## config.mk

```make
export PLATFORM = sky130hd
export DESIGN_NAME = sac_lookup
export DESIGN_NICKNAME = d
export VERILOG_FILES = /design/src/rtl/core/sac_pkg.sv /design/src/rtl/core/sac_lookup.sv
export SDC_FILE = /design/constraint.sdc
export NUM_CORES = 1
export LEC_CHECK = 0
export ABC_AREA = 1
export BUFFER_PORTS_ARGS = -buffer_cell sky130_fd_sc_hd__buf_2
export CORE_AREA = 2 2 320 322
export DETAILED_ROUTE_END_ITERATION = 12
export DIE_AREA = 0 0 322 324
export GPL_TIMING_DRIVEN = 1
export MAX_ROUTING_LAYER = met4
export SLEW_MARGIN = 20
export SYNTH_ARGS = -nofsm -noshare
export SYNTH_HDL_FRONTEND = slang
export SYNTH_SLANG_ARGS = --single-unit
```

## constraint.sdc

```tcl
create_clock -name vclk -period 39.3
set_input_delay 0 -clock vclk [all_inputs]
set_output_delay 0 -clock vclk [all_outputs]
set_load 0.005 [all_outputs]
```

## src/rtl/core/sac_pkg.sv

```systemverilog
// shared constants and types for the set associative lru cache simulator
// no dependencies
package sac_pkg;

    localparam int MAX_SET_BITS_DEF = 6;
    localparam int MAX_WAYS_DEF     = 8;
    localparam int STAMP_WIDTH_DEF  = 32;

    localparam int TAG_W      = 62;
    localparam int ADDR_W     = 64;
    localparam int CNT_W      = 32;
    localparam int OFFSET_MAX = 32;

    localparam logic [1:0] OP_FETCH  = 2'd0;
    localparam logic [1:0] OP_LOAD   = 2'd1;
    localparam logic [1:0] OP_STORE  = 2'd2;
    localparam logic [1:0] OP_MODIFY = 2'd3;

    localparam logic [1:0] CFG_SET_BITS = 2'd0;
    localparam logic [1:0] CFG_WAYS     = 2'd1;
    localparam logic [1:0] CFG_OFFSET   = 2'd2;

    typedef struct packed {
        logic hit;
        logic evict;
    } lkp_status_t;

    function automatic logic [CNT_W-1:0] sat_inc(input logic [CNT_W-1:0] v, input logic en);
        sat_inc = (en && (v != {CNT_W{1'b1}})) ? v + CNT_W'(1) : v;
    endfunction

endpackage

```

## src/rtl/core/sac_lookup.sv

```systemverilog
// tag compare across the ways of one set and lru victim pick
// depends on sac_pkg
module sac_lookup #(
    parameter int MAX_WAYS    = 8,
    parameter int STAMP_WIDTH = 32,
    parameter int WAY_W       = 3,
    parameter int WCNT_W      = 4
) (
    input  logic [MAX_WAYS-1:0]                  line_valid,
    input  logic [MAX_WAYS-1:0][61:0]            line_tag,
    input  logic [MAX_WAYS-1:0][STAMP_WIDTH-1:0] line_stamp,
    input  logic [61:0]                          tag,
    input  logic [WCNT_W-1:0]                    ways,
    output sac_pkg::lkp_status_t                 status,
    output logic [WAY_W-1:0]                     way
);
    import sac_pkg::*;

    logic                   hit;
    logic [WAY_W-1:0]       hit_way;
    logic [WAY_W-1:0]       pick;
    logic [STAMP_WIDTH-1:0] best;

    always_comb
    begin
        hit     = 1'b0;
        hit_way = '0;
        for (int w = MAX_WAYS - 1; w >= 0; w--)
        begin
            if (w < int'(ways) && line_valid[w] && line_tag[w] == tag)
            begin
                hit     = 1'b1;
                hit_way = WAY_W'(w);
            end
        end
    end

    // strict less-than keeps the lowest way among equal stamps
    always_comb
    begin
        pick = '0;
        best = line_stamp[0];
        for (int w = 1; w < MAX_WAYS; w++)
        begin
            if (w < int'(ways) && line_stamp[w] < best)
            begin
                best = line_stamp[w];
                pick = WAY_W'(w);
            end
        end
    end

    assign status.hit   = hit;
    assign status.evict = !hit && line_valid[pick];
    assign way          = hit ? hit_way : pick;
endmodule

```

==> results of run 1 <==
## synthesized netlist by cell type, types with 4 or more instances
cell | count | area [um^2]
xor2_1 | 82 | 718
inv_1 | 157 | 589
a2111oi_0 | 9 | 78.8
clkinv_1 | 11 | 41.3
nor2_1 | 82 | 308
nand2_4 | 8 | 90.1
a221oi_1 | 36 | 315
o22ai_1 | 85 | 532
xnor2_1 | 81 | 709
nand2_2 | 12 | 75.1
clkbuf_1 | 87 | 327
o21bai_1 | 4 | 30.0
or4_1 | 14 | 105
inv_2 | 9 | 33.8
o21ai_1 | 5 | 25.0
nor3_1 | 5 | 25.0
a21oi_1 | 81 | 405
nand4_1 | 59 | 369
a22o_1 | 37 | 324
ha_1 | 209 | 2620
o21ai_0 | 318 | 1590
or2_2 | 14 | 87.6
nand2_1 | 571 | 2140
nand3_1 | 78 | 390
o2111ai_1 | 8 | 70.1
nand3b_1 | 4 | 30.0
a211oi_1 | 16 | 120
a31oi_1 | 8 | 50.1
nor4_1 | 77 | 482
## layer usage
metal | share of wire, % | global-route usage (%) | vias to the layer above
li1 | - | - | 9577
met1 | 37 | 27.1 | 9801
met2 | 47 | 42.0 | 1396
met3 | 10 | 7.91 | 322
met4 | 5.5 | 11.8 | 0
met5 | 0 | - | -
## final timing paths
path	startpoint	end	slack (ns)	cells past startpoint
max	line_stamp[5]	status[0]	22.87	76
min	line_valid[7]	status[0]	0.60	6
## through the flow
step / cells / hold slack, ns / setup WS (ns) / power, mW
finish: 4361 / 0.603 / 22.87 / 0.462
CTS: 4285 / 0.661 / 22.05 / 0.460
global route: 4352 / 0.691 / 21.30 / 0.514
detailed placement: 4285 / 0.659 / 22.14 / 0.458
floorplan: 2205 / 0.205 / 25.57 / 0.273
global placement: 4284 / 0.663 / 21.63 / 0.453
## layout by cell type, fill, tap and decap left out, types with 3 or more instances in the layout
| master | instances |
|---|---|
| nor3b_1 | 3 |
| a211oi_1 | 16 |
| buf_2 | 831 |
| ha_1 | 209 |
| a22o_1 | 37 |
| nand2_1 | 571 |
| o22ai_1 | 85 |
| nand2_4 | 9 |
| inv_1 | 157 |
| o21ai_1 | 5 |
| o2111ai_1 | 8 |
| a221oi_1 | 36 |
| diode_2 | 76 |
| buf_4 | 29 |
| nor3_1 | 5 |
| nand3b_1 | 4 |
| or4_1 | 14 |
| nor2_1 | 82 |
| a32oi_1 | 3 |
| or2_2 | 14 |
| o221ai_1 | 3 |
| o211ai_1 | 3 |
| o2111a_1 | 3 |
| nand3_1 | 78 |
| nor4_1 | 76 |
| o221a_2 | 3 |
| a31oi_1 | 8 |
| clkinv_1 | 11 |
| xor2_1 | 82 |
| a2111oi_0 | 6 |
| nand4_1 | 59 |
| o21bai_1 | 4 |
| nand2_2 | 11 |
| o21ai_0 | 318 |
| xnor2_1 | 81 |
| inv_2 | 9 |
| a21oi_1 | 81 |
## area by class of cell
| cell class | count | area, um^2 |
|---|---|---|
| fill | 11900 | 82100 |
| multi-input combinational | 1938 | 12100 |
| antenna | 76 | 190 |
| tap | 1309 | 1640 |
| inverter | 177 | 664 |
| timing repair buffer | 861 | 4390 |
## kinds of logic (layout without fill, tap and decap cells)
logic type	count (synthesis)	after routing	share of synthesized area, %
compound gates	631	631	29.0
xor+xnor	163	163	10.9
fa+ha+maj	209	209	20.0
buf+inv	267	1038	7.73
other cells	0	76	0
simple gates	935	935	32.2
## power by group
group          internal (mW)   total [mW]  switching (mW)
Clock            0.000000262  0.000000262               0
Combinational          0.163        0.462           0.299
Sequential                 0            0               0
Total                  0.163        0.462           0.299
==> impl_metrics.toml, run 1 <==
[global_routing]
grt_max_degree = 68
grt_pass1_vias = 20000
grt_usage_pct = 25.2
globalRouteOverflowTotal = 0
antenna_found_initial = 125
grt_pass1_wl_um = 171000

[final_layout]
ff_latch_area_um2 = 0
final_cell_area_um2 = 18900
final_layout_size_suffix_gt1_share_pct = 30.8
seq_cells = 0
area_delta_synth_final_pct = 45.2
final_core_util_pct = 18.7
nNetsFinal = 4013
nClkBuffers = 0

[placed_design]
place.gp.congestion = 1.02
post-dp-hpwl_um = 123000
postPlaceCellArea_um2 = 18700
port_buffers = 831

[worst_hold_path]
min_path_type = "in -> out"

[floorplan]
io_pins = 831
rows = 117
coreArea_um2 = 101000
die_h_um = 324
die_area_um2 = 104000
start_util_pct = 12.9
die_x_um = 322

[drt]
drt-vias-per-instance = 4.84
drc_errors = 0
initialDrtViolationCount = 2131
drt-total-wl_um = 136000
avgRoutedWirePerCell_um = 31.1
dr_total_vias = 21100
final_antenna_net_count = 0
firstDrtPassIters = 8

[yosys]
syn_area_um2 = 13000
seq_area_frac_synth_pct = 0
synth.distinct_cells = 53
netlist_instances = 2205
synth_nets = 3240
syn_avg_cell_area_um2 = 5.91
yosysWarnings = 0

[worst_setup_path]
arrival_ns = 16.43
path_buf_inv = 7
critPathMaxStageDelay_ns = 0.67
worstPathMaxFanout = 67
crit_slowest_cell = "o21ai_0"
cp_data_required_time_ns = 39.30
cp_top_family = "compound AO/OA/AOI/OAI gates"
critPathLaunchType = "primary input"
cp-end-kind = "primary output"
path_class = "in -> out"

[timing]
slew_headroom_pct = 22.3
fin_crit_ns = 16.43
final_max_slew_viol_count = 0
rsz0062_at_grt = "false"
fin_crit_sh_pct = 41.8
fmax_mhz = 60.9
finalSetupViolCount = 0
setup_tns_ns = 0
finalHoldViolCount = 0
worst_pin_slew_ns = 1.17

[power_and_ir_drop]
total_leakage_power_nw = 9.29
p_per_area_nw_per_um2 = 24.4
vdd_drop_max_mv = 0.0132

[status]
status = "completed"

[cts]
ctsHoldBuffers = 0
post-cts-setup-buffers = 0
cts_resized = 0

[run]
drv_cap = 0
No activity file was read; power rests on OpenSTA's default activity.
==> run 2, diff against run 1 <==
Settings changed: ABC_AREA 1 to 0, CORE_AREA 2 2 320 322 to 2 2 321 323, DIE_AREA 0 0 322 324 to 0 0 323 325.
Clock period 39.3 ns to 13.8 ns, I/O delays scaled along.
==> run 2 against run 1 <==
The run now ends with negative setup slack left. Flip-flop and latch count unchanged. Cell area increased by 26%. Synthesized cell count decreased by 8.8%. Power increased to 5.5 times the previous value. Core utilization increased by 4.8 points. Area after synthesis increased by 6.5%. Critical endpoint unchanged.
==> impl_metrics.toml, run 2 <==
[timing]
fin_crit_sh_pct = 122
worst_pin_slew_ns = 1.18
setup_tns_ns = -11.94
final_max_slew_viol_count = 0
fmax_mhz = 59.4
fin_crit_ns = 16.82
slew_headroom_pct = 20.5
finalHoldViolCount = 0
finalSetupViolCount = 4
rsz0062_at_grt = "true"
fin_ws_ns = -3.02
hold_ws_ns = 0.608

[yosys]
synth.distinct_cells = 80
yosysMostFrequentCell = "xor2_1"
syn_avg_cell_area_um2 = 6.91
netlist_instances = 2012
yosysWarnings = 0
yosysTopAreaCell = "ha_1"
seq_area_frac_synth_pct = 0
syn_area_um2 = 13900
yosysTopAreaCellShare_pct = 18.8
yosys-top-cells-count = "245 x xor2_1, 209 x ha_1, 205 x inv_1"
synth_area_leaders = "ha_1 19%, xor2_1 15%, xnor2_1 8.8%"
synth_nets = 3047

[floorplan]
die_x_um = 323
die_h_um = 325
io_pins = 831
die_area_um2 = 105000
rows = 117
coreArea_um2 = 101000
start_util_pct = 13.7

[final_layout]
layout_common_cells = "828 x buf_2, 396 x buf_4, 245 x xor2_1"
final_common_cell = "buf_2"
final_layout_size_suffix_gt1_share_pct = 45.6
seq_cells = 0
nNetsFinal = 4201
ff_latch_area_um2 = 0
stdcell_count = 4584
nClkBuffers = 0
area_delta_synth_final_pct = 71.7

[worst_setup_path]
crit_slowest_cell = "or3_4"
cp-end-kind = "primary output"
cp_data_required_time_ns = 13.80
worstPathMaxFanout = 10
critPathLaunchType = "primary input"
arrival_ns = 16.82
critPathMaxStageDelay_ns = 0.40
cpMostUsedCell = "a21o_1"
path_class = "in -> out"

[placed_design]
dp.cells = 4477
post-dp-hpwl_um = 114000
place.gp.congestion = 1.01
port_buffers = 831

[global_routing]
globalRouteOverflowTotal = 0
grt_usage_pct = 23.9
grt_max_degree = 31
antenna_found_initial = 65
grt_pass1_wl_um = 168000
grt_pass1_vias = 21200

[power_and_ir_drop]
finalPower_mw = 2.53
vdd_drop_max_mv = 0.0557
total_leakage_power_nw = 11.8
p_per_area_nw_per_um2 = 106

[worst_hold_path]
min_path_type = "in -> out"

[cts]
ctsHoldBuffers = 0

[drt]
firstDrtPassIters = 5
drc_errors = 0
drt-total-wl_um = 129000
avgRoutedWirePerCell_um = 28.1
initialDrtViolationCount = 1713
final_antenna_net_count = 0
dr_total_vias = 21000
drt-vias-per-instance = 4.58

[status]
status = "complete, but fails checks"
violations = "negative setup slack"

[run]
drv_cap = 0
run 2: cell types whose count changed after synthesis, moves of 48 or more:
cell,change
o21ai_0,-221
a21o_1,+58
a21oi_1,+70
xnor2_1,+58
xor2_1,+163
nand2_1,-458
inv_1,+48
run 2: critical path, delay by kind of cell:
kind                       cells  cell delay (ns)
AOI/OAI and AO/OA             56             9.32
adders and majority gates      7             1.97
buffers and inverters         16             2.06
muxes                          2             0.56
and+or+nand+nor               18             2.86
run 2: path summary, 6_finish.rpt:
kind  cells after the start     startpoint  slack, ns         to
max                      99  line_stamp[1]      -3.02  status[0]
min                       6  line_valid[1]       0.61  status[0]
run 2: cells by family (layout without fill, tap and decap cells):
logic type               Yosys count  in the layout  share of synthesized area [%]
other                              0             52                              0
XOR/XNOR                         384            384                           24.2
adder cells (fa/ha/maj)          212            212                           19.0
multiplexers                      34             34                           2.73
buffers and inverters            308           1458                           8.36
AO/OA/AOI/OAI                    522            523                           24.9
AND/OR/NAND/NOR                  552            553                           20.7
run 2: routing by layer:
layer	GRT usage (%)	vias up	share of wire [%]
li1	-	9655	-
met1	25.1	9951	36
met2	42.5	1114	50
met3	5.66	253	8.8
met4	9.94	0	5.4
met5	-	-	0
run 2: repair_timing:
action                                 in CTS  in global routing
setup endpoints to repair                   4                  4
setup buffers                              25                 21
endpoints found under the hold margin       0                  0
gates cloned                                7                  3
gates resized for setup                    71                 67
pin swaps                                  32                 50
run 2: area by class of cell:
cell class,instances,area (um^2)
Tap cell,1368,1710
Fill cell,11600,77400
Inverter,207,797
Timing Repair Buffer,1251,7640
Antenna cell,52,130
Multi-Input combinational cell,1706,13600
run 2: per-stage QoR:
| step | util, % | setup slack [ns] | instance area [um^2] |
|---|---|---|---|
| after global placement | 22.3 | -3.49 | 22600 |
| after detailed placement | 22.3 | -3.80 | 22600 |
| after floorplan | - | -2.16 | 14400 |
| after global routing | 23.5 | -3.98 | 23800 |
| final | 23.6 | -3.02 | 23900 |
| after CTS | 22.9 | -2.99 | 23200 |
run 2: where the power goes:
group            total, mW  switching [mW]  internal (mW)
combinational         2.53            1.29           1.24
sequential               0               0              0
clock          0.000000358               0    0.000000358
==> run 3, diff against run 2 <==
==> constraint.sdc (replaced) <==
create_clock -name vclk -period 13.8
set_input_delay 2.76 -clock vclk [all_inputs]
set_output_delay 2.76 -clock vclk [all_outputs]
set_load 0.005 [all_outputs]
==> run 3 against run 2 <==
The run still ends with negative setup slack left. Core utilization up 0.78 points. Setup slack worse by 5.5 ns. Non-clock buffer count up 69. Global-route usage up 0.11 points. Via count down 0.24%.
==> impl_metrics.toml, run 3 (synthesis gave the netlist of run 2 again) <==
[drt]
final_antenna_net_count = 0
drt-total-wl_um = 128000
drt-vias-per-instance = 4.50
drc_errors = 0
avgRoutedWirePerCell_um = 27.5
initialDrtViolationCount = 1415
dr_total_vias = 20900
firstDrtPassIters = 7

[worst_hold_path]
min_path_type = "in -> out"
hold-path-endpoint = "status[0]"
min_from = "line_valid[6]"
min_path_cells = 5

[timing]
slew_headroom_pct = 26.1
final_max_slew_viol_count = 0
fin_crit_ns = 22.35
worst_pin_slew_ns = 1.10
fmax_mhz = 44.7
rsz0062_at_grt = "true"
fin_ws_ns = -8.55
fin_crit_sh_pct = 162
finalHoldViolCount = 0
finalSetupViolCount = 4
setup_tns_ns = -33.91

[power_and_ir_drop]
vdd_drop_max_mv = 0.0520
p_per_area_nw_per_um2 = 107
total_leakage_power_nw = 12.2

[placed_design]
port_buffers = 831
pre_cts_ws_ns = -9.46
postPlaceCellArea_um2 = 23000
place.gp.congestion = 1.00
post-dp-hpwl_um = 114000
dp.cells = 4538

[final_layout]
stdcell_count = 4653
final_cell_area_um2 = 24600
layout_common_cells = "820 x buf_2, 465 x buf_4, 245 x xor2_1"
ff_latch_area_um2 = 0
multi_input_area_um2 = 13800
final_layout_size_suffix_gt1_share_pct = 47.7
nClkBuffers = 0
final_core_util_pct = 24.3
area_delta_synth_final_pct = 77.4
nNetsFinal = 4271
final_common_cell = "buf_2"
fillers = 11500
seq_cells = 0

[floorplan]
die_h_um = 325
io_pins = 831
coreArea_um2 = 101000
die_x_um = 323
die_area_um2 = 105000
rows = 117
start_util_pct = 13.7

[worst_setup_path]
cpMostUsedCell = "a21o_1"
arrival_ns = 19.59
critPathMaxStageDelay_ns = 0.41
critPathLaunchType = "primary input"
worstPathMaxFanout = 13
crit_slowest_cell = "a222oi_1"
path_class = "in -> out"
cp_data_required_time_ns = 11.04
cp-end-kind = "primary output"

[global_routing]
grt_usage_pct = 24.0
grt_pass1_vias = 21500
grt_pass1_wl_um = 170000
antenna_found_initial = 67
grt_max_degree = 28
globalRouteOverflowTotal = 0

[status]
violations = "negative setup slack"
status = "complete, but fails checks"

[cts]
ctsHoldBuffers = 0

[run]
drv_cap = 0
## run 3: changes by cell type in the layout (fill, tap and decap cells not counted), sizes merged
cell	change
or2	+1
clkbuf	-2
diode	-1
bufbuf	-2
buf	+73
## run 3: worst max path at each step
stage | slack [ns] | endpoint | cells after the start | start
after floorplan | -7.68 | status[0] | 102 | line_stamp[31]
after global placement | -9.10 | status[0] | 94 | line_stamp[11]
after detailed placement | -9.46 | status[0] | 94 | line_stamp[1]
after CTS | -8.23 | status[0] | 101 | line_stamp[26]
after global routing | -9.46 | status[0] | 103 | line_stamp[23]
final | -8.55 | status[0] | 96 | line_stamp[53]
## run 3: routing by layer
metal,GRT usage (%),routed length [um],up-vias
met4,9.24,6670,0
met1,25.1,46400,9858
met2,43.0,63800,1026
met3,5.98,11300,244
li1,-,-,9795
met5,-,0,-
## run 3: per-stage QoR
step | hold slack, ns | total power [mW]
floorplan | 5.79 | 1.22
global placement | 6.16 | 2.30
detailed placement | 6.17 | 2.31
CTS | 6.15 | 2.57
global route | 6.16 | 2.89
finish | 6.13 | 2.63
## run 3: timing repair
item / in CTS / in global routing
gates resized for setup: 173 / 25
gates cloned: 10 / 1
setup buffers: 44 / 9
setup endpoints to repair: 4 / 4
pin swaps: 66 / 22
## run 3: cell type report
cell class | instances | share of cell area (%)
Multi-Input combinational cell | 1707 | 56.0
Timing Repair Buffer | 1320 | 33.2
Tap cell | 1368 | 6.94
Inverter | 207 | 3.28
Antenna cell | 51 | 0.518
## run 3: power breakdown
group	total [mW]	switching [mW]	internal, mW
clock network	0.000000470	0	0.000000470
logic	2.63	1.32	1.31
registers	0	0	0
total	2.63	1.32	1.31
## run 3: worst max-delay path: cells and delay by family
family,cells,cell delay (ns)
buffers and inverters,13,1.68
muxes,2,0.53
AOI/OAI and AO/OA,54,9.23
adders and majority gates,7,2.02
and+or+nand+nor,20,3.30
