`src/rtl/core/sac_row_mem.sv`:
```
// synchronous set memory, one row per set, one write and one registered read port
// no dependencies
module sac_row_mem #(
    parameter int ADDR_BITS = 6,
    parameter int DATA_BITS = 8
) (
    input  logic                 clk,
    input  logic                 wr_en,
    input  logic [ADDR_BITS-1:0] wr_addr,
    input  logic [DATA_BITS-1:0] wr_data,
    input  logic                 rd_en,
    input  logic [ADDR_BITS-1:0] rd_addr,
    output logic [DATA_BITS-1:0] rd_data
);
    logic [DATA_BITS-1:0] mem [2**ADDR_BITS];

    always_ff @(posedge clk)
    begin
        if (wr_en)
        begin
            mem[wr_addr] <= wr_data;
        end
        if (rd_en)
        begin
            rd_data <= mem[rd_addr];
        end
    end
endmodule

```
`config.mk`:
```
export PLATFORM = sky130hd
export DESIGN_NAME = sac_row_mem
export DESIGN_NICKNAME = d
export VERILOG_FILES = /design/src/rtl/core/sac_row_mem.sv
export SDC_FILE = /design/constraint.sdc
export NUM_CORES = 1
export LEC_CHECK = 0
export BUFFER_PORTS_ARGS = -buffer_cell sky130_fd_sc_hd__buf_2
export CELL_PAD_IN_SITES_DETAIL_PLACEMENT = 0
export CELL_PAD_IN_SITES_GLOBAL_PLACEMENT = 1
export CORE_UTILIZATION = 45
export CTS_CLUSTER_DIAMETER = 100
export DETAILED_ROUTE_END_ITERATION = 10
export PLACE_DENSITY_LB_ADDON = 0.15
export SYNTH_ARGS = -nofsm -noshare
export SYNTH_HDL_FRONTEND = slang
export SYNTH_SLANG_ARGS = --single-unit
```
`constraint.sdc`:
```
create_clock -name clk -period 2.81 [get_ports clk]
set_input_delay 0.562 -clock clk [delete_from_list [all_inputs] [get_ports clk]]
set_output_delay 0.562 -clock clk [all_outputs]
set_load 0.05 [all_outputs]
```
==> results of run 1 <==
[kinds of logic after synthesis]
group / count (synthesis)
muxes: 162
and+or+nand+nor: 153
AOI/OAI and AO/OA: 54
buffers and inverters: 51
DFF: 520
[worst paths after layout]
path / startpoint / endpoint / slack (ns) / cells after the start
setup reg to reg: mem[16][4] / rd_data[4] / 0.58 / 7
setup / recovery: rd_addr[0] / rd_data[2] / 0.54 / 8
hold reg to reg: mem[0][7] / rd_data[7] / 0.94 / 4
hold / removal: wr_data[1] / mem[21][1] / 0.32 / 1
[worst max-delay path, cell delays in order]
cell and delay [ns]:
clkbuf_8 0.25, buf_4 0.33, buf_4 0.20, mux4_2 0.52
mux2i_1 0.20, o2111ai_1 0.19, nand2_1 0.25, o2bb2ai_1 0.09
[per-layer routing]
metal | vias to the layer above | wire length (microns) | part of all wire (%)
met5 | - | 0 | 0
met4 | 0 | 980 | 2.1
met3 | 67 | 2690 | 5.8
met2 | 293 | 21700 | 47
met1 | 5324 | 21100 | 45
li1 | 4300 | - | -
[metrics by stage]
step / setup WS (ns) / power, mW / utilization [%] / setup TNS, ns / cells
floorplan: 0.442 / 9.27 / - / 0 / 940
global placement: -0.101 / 9.70 / 49.7 / -0.312 / 1654
detailed placement: -0.0953 / 9.71 / 49.7 / -0.244 / 1654
CTS: 0.535 / 16.4 / 53.4 / 0 / 1751
global route: 0.417 / 16.7 / 53.4 / 0 / 1751
finish: 0.542 / 16.2 / 53.4 / 0 / 1751
[final cells by class]
cell class / instances / area [sq um]
Fill cell: 3499 / 20700
Multi-Input combinational cell: 369 / 4320
Clock inverter: 33 / 221
Timing Repair Buffer: 173 / 1360
Clock buffer: 64 / 1410
Tap cell: 592 / 741
Sequential cell: 520 / 15600
[cells in the final DEF, fill, tap and decap left out, types with 4 or more instances in the layout]
cell type / Yosys / layout
clkbuf_1: 17 / 9
clkbuf_16: 0 / 55
nor2b_1: 14 / 14
nand2b_1: 7 / 7
o221ai_1: 8 / 8
a211oi_1: 4 / 4
mux4_2: 126 / 126
mux2_2: 13 / 13
nand2_1: 19 / 19
buf_2: 11 / 27
nor3_1: 7 / 7
edfxtp_1: 520 / 520
nand3_1: 13 / 13
buf_12: 2 / 10
nor2_1: 83 / 83
a221oi_1: 6 / 6
clkinv_1: 0 / 23
clkinv_2: 0 / 4
o22ai_1: 8 / 8
buf_4: 13 / 135
mux2i_1: 23 / 23
[flip-flops by register name, summed over array words and instances, names as in the netlist]
name and flops:
mem 512, rd_data 8
[where the power goes]
group          switching (mW)  leakage (nW)  internal, mW  total [mW]
logic                   0.547          2.18         0.362       0.909
clock network            2.84         0.792          3.82        6.66
registers              0.0182          4.69          8.60        8.62
==> metrics.yaml, run 1 <==
outcome:
  status: "finished, final reports clean"
pwr:
  powerDensity_nw_per_um2: 684
  ir_drop_v: 0.000498
  p_leak_nw: 7.66
floorplanning:
  coreArea_sq_um: 44300
  core.rowCount: 77
  die_h_microns: 214
  start_util_pct: 45.7
  io-pin-count: 31
  die_x_microns: 214
  dieArea_sq_um: 45800
logic_synthesis:
  synth_ff_type: "edfxtp_1"
  synth_edf_count: 520
  post-synth-top-area-fraction_pct: 77.1
  ys_ff_latch: 520
  avgSynthCellArea_sq_um: 21.5
  ys_types: 39
  synth_common_cells: "520 x edfxtp_1, 126 x mux4_2, 83 x nor2_1"
  synth-compound-area-share_pct: 2.06
  synth_top_area_cell: "edfxtp_1"
  yosysMostFrequentCell: "edfxtp_1"
  synth.area.mux_share_pct: 15.9
  synth_top_family_by_area: "multiplexers"
  synthSimpleGateAreaFrac_pct: 3.37
  synthesis.nets: 963
  async_reset_ff_share_pct: 0
  synth_area_sq_um: 20200
  yosysSeqAreaShare_pct: 77.1
  synth_xor_area_share_pct: 0
  synth_fa_ha_area_share_pct: 0
  ys_warn_count: 0
  yosys-top-cells-area: "edfxtp_1 77%, mux4_2 14%, nor2_1 1.5%"
  netlist_instances: 940
placed_design:
  gp_congestion: 0.763
  hpwl_mm: 29.6
  dpl_cell_area_sq_um: 22000
  place.port_buffers: 30
timing:
  final-setup-viol-count: 0
  finalCritPeriodShare_pct: 80.7
  whs_ns: 0.322
  rsz0062_at_grt: "false"
  drv_slew: 0
  clock.fmax_mhz: 441
  period_needed_ns: 2.27
  slew_headroom_pct: 52.1
  skew_ns: 0.0147
  worstMarginPinSlew_ns: 0.718
  hold_violations: 0
global_route:
  first_global_vias: 10200
  grt_pass1_wl_mm: 68.8
  use_met3_pct: 3.49
  gr-max-usage-layer: "met2"
  grt_use_total_pct: 20.8
  grt_max_degree: 65
  met1_usage_pct: 30.7
  grt-ovfl-total: 0
  antenna_found_initial: 0
  use_met2_pct: 31.9
critical_path:
  arrival_ns: 2.61
  crit_type: "input port to flop"
  start_kind: "input port"
  required_ns: 3.15
  cp_max_fo: 13
  end_kind: "flop"
clock_network:
  cts_buffers: 53
  path_clk_slew_ns: 0.06
  cts_resized: 0
  cts_tree: "built"
  clock_latency_ns: 0.60
  htreeDepth: 2
  cts_sinks: 520
  clock_tree.root_cell: "clkbuf_16"
  clockBufferDepth: 3
  hold_buffers: 0
  postCtsSetupBuffers: 0
worst_hold_path:
  hold_class: "input port to flop"
cells_and_area:
  drive_above_1_share_pct: 32.7
  nets: 1140
  fin_area_sq_um: 23700
  syn_to_final_growth_pct: 16.9
  antenna_cells: 0
route:
  num_vias: 9984
  final_antenna_net_count: 0
  drc_errors: 0
  wl_per_cell_microns: 26.5
  drtIter0Drc: 925
  dr.pass1.iters: 5
  finalWirelength_mm: 46.4
  routed_via_density: 5.70
flow_run:
  maxCapViolCount: 0
(Power assumes the default switching activity.)
==> run 2: changes to the inputs <==
==> constraint.sdc (replaced) <==
create_clock -name clk -period 2.25 [get_ports clk]
set_input_delay 0.45 -clock clk [delete_from_list [all_inputs] [get_ports clk]]
set_output_delay 0.45 -clock clk [all_outputs]
set_load 0.05 [all_outputs]
==> metrics.yaml, run 2 (synthesized netlist as in run 1, its figures left out) <==
outcome:
  status: "finished, final reports clean"  # unchanged
cells_and_area:
  layout_commonest_cell: "edfxtp_1"  # unchanged
  regArea_sq_um: 15600  # unchanged
  nets: 1168  # was 1140
  syn_to_final_growth_pct: 18.0  # was 16.9%
  antenna_cells: 0  # unchanged
  largest_register_ff_count: 512  # unchanged
  fin_cells: 1777  # was 1751
  n_fill_cell: 3481  # was 3499
  drive_above_1_share_pct: 34.5  # was 32.7%
  regMostFlops: "mem"  # unchanged
  layout_common_cells: "520 x edfxtp_1, 155 x buf_4, 126 x mux4_2"  # was 520 x edfxtp_1, 135 x buf_4, 126 x mux4_2
  largestRegisters: "mem x512, rd_data x8"  # unchanged
  multiInputGateArea_sq_um: 4320  # unchanged
timing:
  rsz0062_at_grt: "false"  # unchanged
  hold_violations: 0  # unchanged
  whs_ns: 0.241  # was 0.322 ns
  slew_headroom_pct: 32.0  # was 52.1%
  worstMarginPinSlew_ns: 1.02  # was 0.718 ns
  period_needed_ns: 2.16
  clock.fmax_mhz: 463
  finalCritPeriodShare_pct: 96.0
  skew_ns: 0.0171  # was 0.0147 ns
  drv_slew: 0  # unchanged
  final-setup-viol-count: 0  # unchanged
  fin_setup_tns_ns: 0  # unchanged
clock_network:
  cts_buffers: 52  # was 53
  clockBufferDepth: 3  # unchanged
  clock_latency_ns: 0.59  # was 0.60 ns
  cts_sinks: 520  # unchanged
  htreeDepth: 2  # unchanged
  path_clk_slew_ns: 0.06  # about the same
  clock_tree.root_cell: "clkbuf_16"  # unchanged
  postCtsSetupBuffers: 0  # unchanged
  cts_resized: 0  # unchanged
  hold_buffers: 0  # unchanged
  cts_tree: "built"  # unchanged
critical_path:
  start_kind: "flop"  # was input port
  required_ns: 2.57  # was 3.15 ns
  cp_max_fo: 1  # was 13
  crit_type: "flop to flop"  # was input port to flop
  cp-startpoint: "mem[24][4]"  # was rd_addr[0]
  end_kind: "flop"  # unchanged
  r2r-start: "mem[24][4]"  # was mem[16][4]
  arrival_ns: 2.48  # was 2.61 ns
pwr:
  powerDensity_nw_per_um2: 832  # was 684 nW/um^2
  ir_drop_v: 0.000666  # was 0.000498 V
  p_leak_nw: 7.79  # was 7.66 nW
  finalPower_mw: 19.9  # was 16.2 mW
global_route:
  grt_max_degree: 65  # unchanged
  grt_pass1_wl_mm: 69.8  # was 68.8 mm
  first_global_vias: 10100  # was 10200
  antenna_found_initial: 1  # was 0
  grt_use_total_pct: 21.1  # was 20.8%
  grt-ovfl-total: 0  # unchanged
placed_design:
  place.port_buffers: 30  # unchanged
  gp_congestion: 0.786  # was 0.763
  hpwl_mm: 30.8  # was 29.6 mm
  place_inst: 1683  # was 1654
flow_run:
  maxCapViolCount: 0  # unchanged
route:
  finalWirelength_mm: 47.0  # was 46.4 mm
  dr.pass1.iters: 7  # was 5
  drtIter0Drc: 900  # was 925
  wl_per_cell_microns: 26.4  # was 26.5 microns
  drc_errors: 0  # unchanged
  num_vias: 9973  # was 9984
  final_antenna_net_count: 0  # unchanged
  routed_via_density: 5.61  # was 5.70
worst_hold_path:
  hold_class: "input port to flop"  # unchanged
  holdCritStartpoint: "rd_en"  # was wr_data[1]
floorplanning:
  io-pin-count: 31  # unchanged
  core.rowCount: 77  # unchanged
  die_x_microns: 214  # unchanged
  start_util_pct: 45.7  # unchanged
  die_h_microns: 214  # unchanged
  dieArea_sq_um: 45800  # unchanged
  coreArea_sq_um: 44300  # unchanged
run 2: cell types whose count changed in the layout (fill, tap and decap cells not counted), moves of 7 or more:
cell	previous run	this run
clkinv_2	4	11
buf_4	135	155
clkbuf_1	9	18
buf_12	10	19
clkinv_1	23	10
run 2: power by group:
part,internal [mW],switching [mW]
clock network,4.43,3.49
registers,10.7,0.0305
logic,0.494,0.684
total,15.7,4.20
run 2: routing by layer:
layer	GRT usage (%)	vias to the layer above	share of wire [%]	wire length, microns
li1	-	4359	-	-
met4	6.79	0	2.6	1220
met1	31.1	5280	45	20900
met5	0	-	0	0
met3	3.56	63	6.0	2820
met2	32.2	271	47	22000
run 2: cell type report:
cell class / count / share of cell area (%)
Sequential cell: 520 / 65.4
Multi-Input combinational cell: 369 / 18.1
Timing Repair Buffer: 202 / 7.09
Clock buffer: 71 / 5.83
Tap cell: 592 / 3.10
Clock inverter: 23 / 0.545
run 2: path summary, 6_finish.rpt:
check / endpoint / slack, ns / depth (start not counted)
max reg2reg: rd_data[4] / 0.09 / 6
max: rd_data[4] / 0.09 / 6
min reg2reg: rd_data[4] / 0.93 / 3
min: rd_data[2] / 0.24 / 1
run 2: through the flow:
stage / setup slack [ns] / util (%) / cell area, sq um
after detailed placement: -0.414 / 50.5 / 22400
after global placement: -0.377 / 50.5 / 22400
after CTS: 0.0760 / 53.9 / 23900
final: 0.0895 / 53.9 / 23900
after floorplan: 0.0214 / - / 20200
after global routing: 0.0304 / 53.9 / 23900
run 2: worst max-delay path: stages (launching register included):
cell	delay, ns
edfxtp_1	0.37
mux4_2	0.47
mux2_2	0.28
o221a_2	0.28
nor3_1	0.25
buf_4	0.17
o32ai_1	0.08
==> run 3: changes to the inputs <==
--- a/config.mk
+++ b/config.mk
@@ -8,6 +8,7 @@
 export BUFFER_PORTS_ARGS = -buffer_cell sky130_fd_sc_hd__buf_2
 export CELL_PAD_IN_SITES_DETAIL_PLACEMENT = 0
 export CELL_PAD_IN_SITES_GLOBAL_PLACEMENT = 1
+export CORE_ASPECT_RATIO = 1.5
 export CORE_UTILIZATION = 45
 export CTS_CLUSTER_DIAMETER = 100
 export DETAILED_ROUTE_END_ITERATION = 10
==> constraint.sdc (replaced) <==
create_clock -name clk -period 1.9 [get_ports clk]
set_input_delay 0.38 -clock clk [delete_from_list [all_inputs] [get_ports clk]]
set_output_delay 0.38 -clock clk [all_outputs]
set_load 0.05 [all_outputs]
==> metrics.yaml, run 3 (synthesized netlist as in run 1, its figures left out) <==
outcome:
  status: "complete, but fails checks"  # was finished, final reports clean
  violations: "negative setup slack"
clock_network:
  cts_tree: "built"  # unchanged
  cts_sinks: 520  # unchanged
  path_clk_slew_ns: 0.07  # was 0.06 ns
  clock_tree.root_cell: "clkbuf_16"  # unchanged
  hold_buffers: 0  # unchanged
  clock_latency_ns: 0.57  # was 0.59 ns
  clockBufferDepth: 3  # unchanged
  htreeDepth: 2  # unchanged
  cts_buffers: 47  # was 52
route:
  drc_errors: 0  # unchanged
  dr.pass1.iters: 5  # was 7
  wl_per_cell_microns: 27.3  # was 26.4 microns
  routed_via_density: 5.60  # was 5.61
  finalWirelength_mm: 48.2  # was 47.0 mm
  final_antenna_net_count: 0  # unchanged
  num_vias: 9898  # was 9973
  drtIter0Drc: 743  # was 900
placed_design:
  place.port_buffers: 30  # unchanged
  hpwl_mm: 32.4  # was 30.8 mm
  gp_congestion: 0.821  # was 0.786
cells_and_area:
  drive_above_1_share_pct: 36.6  # was 34.5%
  syn_to_final_growth_pct: 18.3  # was 18.0%
  largestRegisters: "mem x512, rd_data x8"  # unchanged
  antenna_cells: 0  # unchanged
  layout_commonest_cell: "edfxtp_1"  # unchanged
  regMostFlops: "mem"  # unchanged
  largest_register_ff_count: 512  # unchanged
  nets: 1177  # was 1168
  layout_common_cells: "520 x edfxtp_1, 172 x buf_4, 126 x mux4_2"  # was 520 x edfxtp_1, 155 x buf_4, 126 x mux4_2
  final_util_pct: 54.3  # was 53.9%
floorplanning:
  die_x_microns: 175  # was 214 microns
  start_util_pct: 45.9  # was 45.7%
  dieArea_sq_um: 45900  # was 45800 sq um
  core.rowCount: 94  # was 77
  io-pin-count: 31  # unchanged
  coreArea_sq_um: 44100  # was 44300 sq um
  die_h_microns: 262  # was 214 microns
pwr:
  p_leak_nw: 7.82  # was 7.79 nW
  p_seq_share_pct: 55.4  # was 54.2%
  powerDensity_nw_per_um2: 961  # was 832 nW/um^2
  finalPower_mw: 23.0  # was 19.9 mW
  power.switching_mw: 4.89  # was 4.20 mW
  p_int_mw: 18.1  # was 15.7 mW
  pwr-share-clk_pct: 38.2  # was 39.8%
  p_sw_share_pct: 21.2  # about the same
  combPwrFrac_pct: 6.4  # was 5.9%
  ir_drop_v: 0.000576  # was 0.000666 V
global_route:
  grt_max_degree: 65  # unchanged
  antenna_found_initial: 0  # was 1
  first_global_vias: 10500  # was 10100
  grt_pass1_wl_mm: 70.7  # was 69.8 mm
  grt_use_total_pct: 21.8  # was 21.1%
  grt-ovfl-total: 0  # unchanged
timing:
  rsz0062_at_grt: "true"  # was false
  slew_headroom_pct: 16.3  # was 32.0%
  worst_slack_ns: -0.0817  # was 0.0895 ns
  drv_slew: 0  # unchanged
  worstMarginPinSlew_ns: 1.26  # was 1.02 ns
  finalCritPeriodShare_pct: 104  # was 96.0%
  hold_violations: 0  # unchanged
  period_needed_ns: 1.98  # was 2.16 ns
  clock.fmax_mhz: 505  # was 463 MHz
  skew_ns: 0.0122  # was 0.0171 ns
  final-setup-viol-count: 7  # was 0
worst_hold_path:
  hold_class: "input port to flop"  # unchanged
critical_path:
  crit_type: "flop to flop"  # unchanged
  required_ns: 2.22  # was 2.57 ns
  r2r_end: "rd_data[1]"  # was rd_data[4]
  cp-startpoint: "mem[10][1]"  # was mem[24][4]
  r2r-start: "mem[10][1]"  # was mem[24][4]
  start_kind: "flop"  # unchanged
  r2r_slack_ns: -0.08  # was 0.09 ns
  r2r_cells: 5  # was 6
  end_kind: "flop"  # unchanged
  arrival_ns: 2.30  # was 2.48 ns
  cp_max_fo: 1  # unchanged
  crit_end: "rd_data[1]"  # was rd_data[4]
flow_run:
  maxCapViolCount: 0  # unchanged
==> run 3: cell types whose count changed in the layout (fill, tap and decap cells not counted), moves of 3 or more <==
cell and change:
buf_4 +17, nor2_1 -4, clkbuf_1 -9, clkinv_1 +6
buf_12 -7, a221oi_2 +3, clkbuf_16 -5, a221oi_1 -3
nor3_1 -4
==> run 3: cell type report <==
| cell class | count | area [sq um] |
|---|---|---|
| sequential | 520 | 15600 |
| clock inverter | 29 | 179 |
| fill | 3437 | 20100 |
| timing repair buffer | 216 | 1760 |
| tap | 576 | 721 |
| multi-input combinational | 369 | 4480 |
| clock buffer | 56 | 1210 |
==> run 3: what timing repair did <==
item | CTS | global route
cloned | 0 | 1
hold endpoints to repair | 0 | 0
buffers inserted | 0 | 6
pin swaps | 4 | 1
gates resized for setup | 25 | 11
endpoints found under the setup margin | 8 | 8
==> run 3: per-stage QoR <==
stage	instance area (sq um)	cells	hold WS, ns	TNS [ns]	setup WS (ns)
global route	24000	1766	0.199	-0.628	-0.126
detailed placement	22300	1674	0.782	-5.56	-0.831
finish	24000	1766	0.207	-0.261	-0.0817
global placement	22300	1674	0.775	-5.81	-0.953
CTS	23800	1759	0.188	-0.325	-0.0920
floorplan	20300	940	0.479	-1.28	-0.165
==> run 3: worst min-delay path by stage <==
stage               start         end  cells after the start
6_report            rd_en  rd_data[4]                      1
5_1_grt             rd_en  rd_data[4]                      1
4_1_cts             rd_en  rd_data[4]                      1
3_5_place_dp        rd_en  rd_data[5]                      1
3_3_place_gp        rd_en  rd_data[5]                      1
2_1_floorplan  wr_data[0]   mem[0][0]                      0
==> run 3: per-layer routing <==
metal  GRT usage [%]  up-vias  share of wire [%]
met5               0        -                  0
met4            8.12        0                3.3
met3            2.84       83                3.6
met2            39.5      209                 54
met1            26.6     5247                 39
li1                -     4359                  -
==> run 3: power by group through the flow <==
stage | registers, mW | logic [mW] | clock network [mW]
after CTS | 12.8 | 1.48 | 8.97
after global routing | 12.8 | 1.58 | 9.33
after floorplan | 13.0 | 0.686 | 0
after detailed placement | 13.0 | 1.43 | 0
after global placement | 13.0 | 1.42 | 0
final | 12.8 | 1.48 | 8.80
==> run 3: critical path, stage by stage, from the launching register on <==
cell,delay (ns)
edfxtp_1,0.37
mux4_2,0.50
mux4_2,0.54
nor2_4,0.14
nor3_2,0.05
o2bb2ai_1,0.13
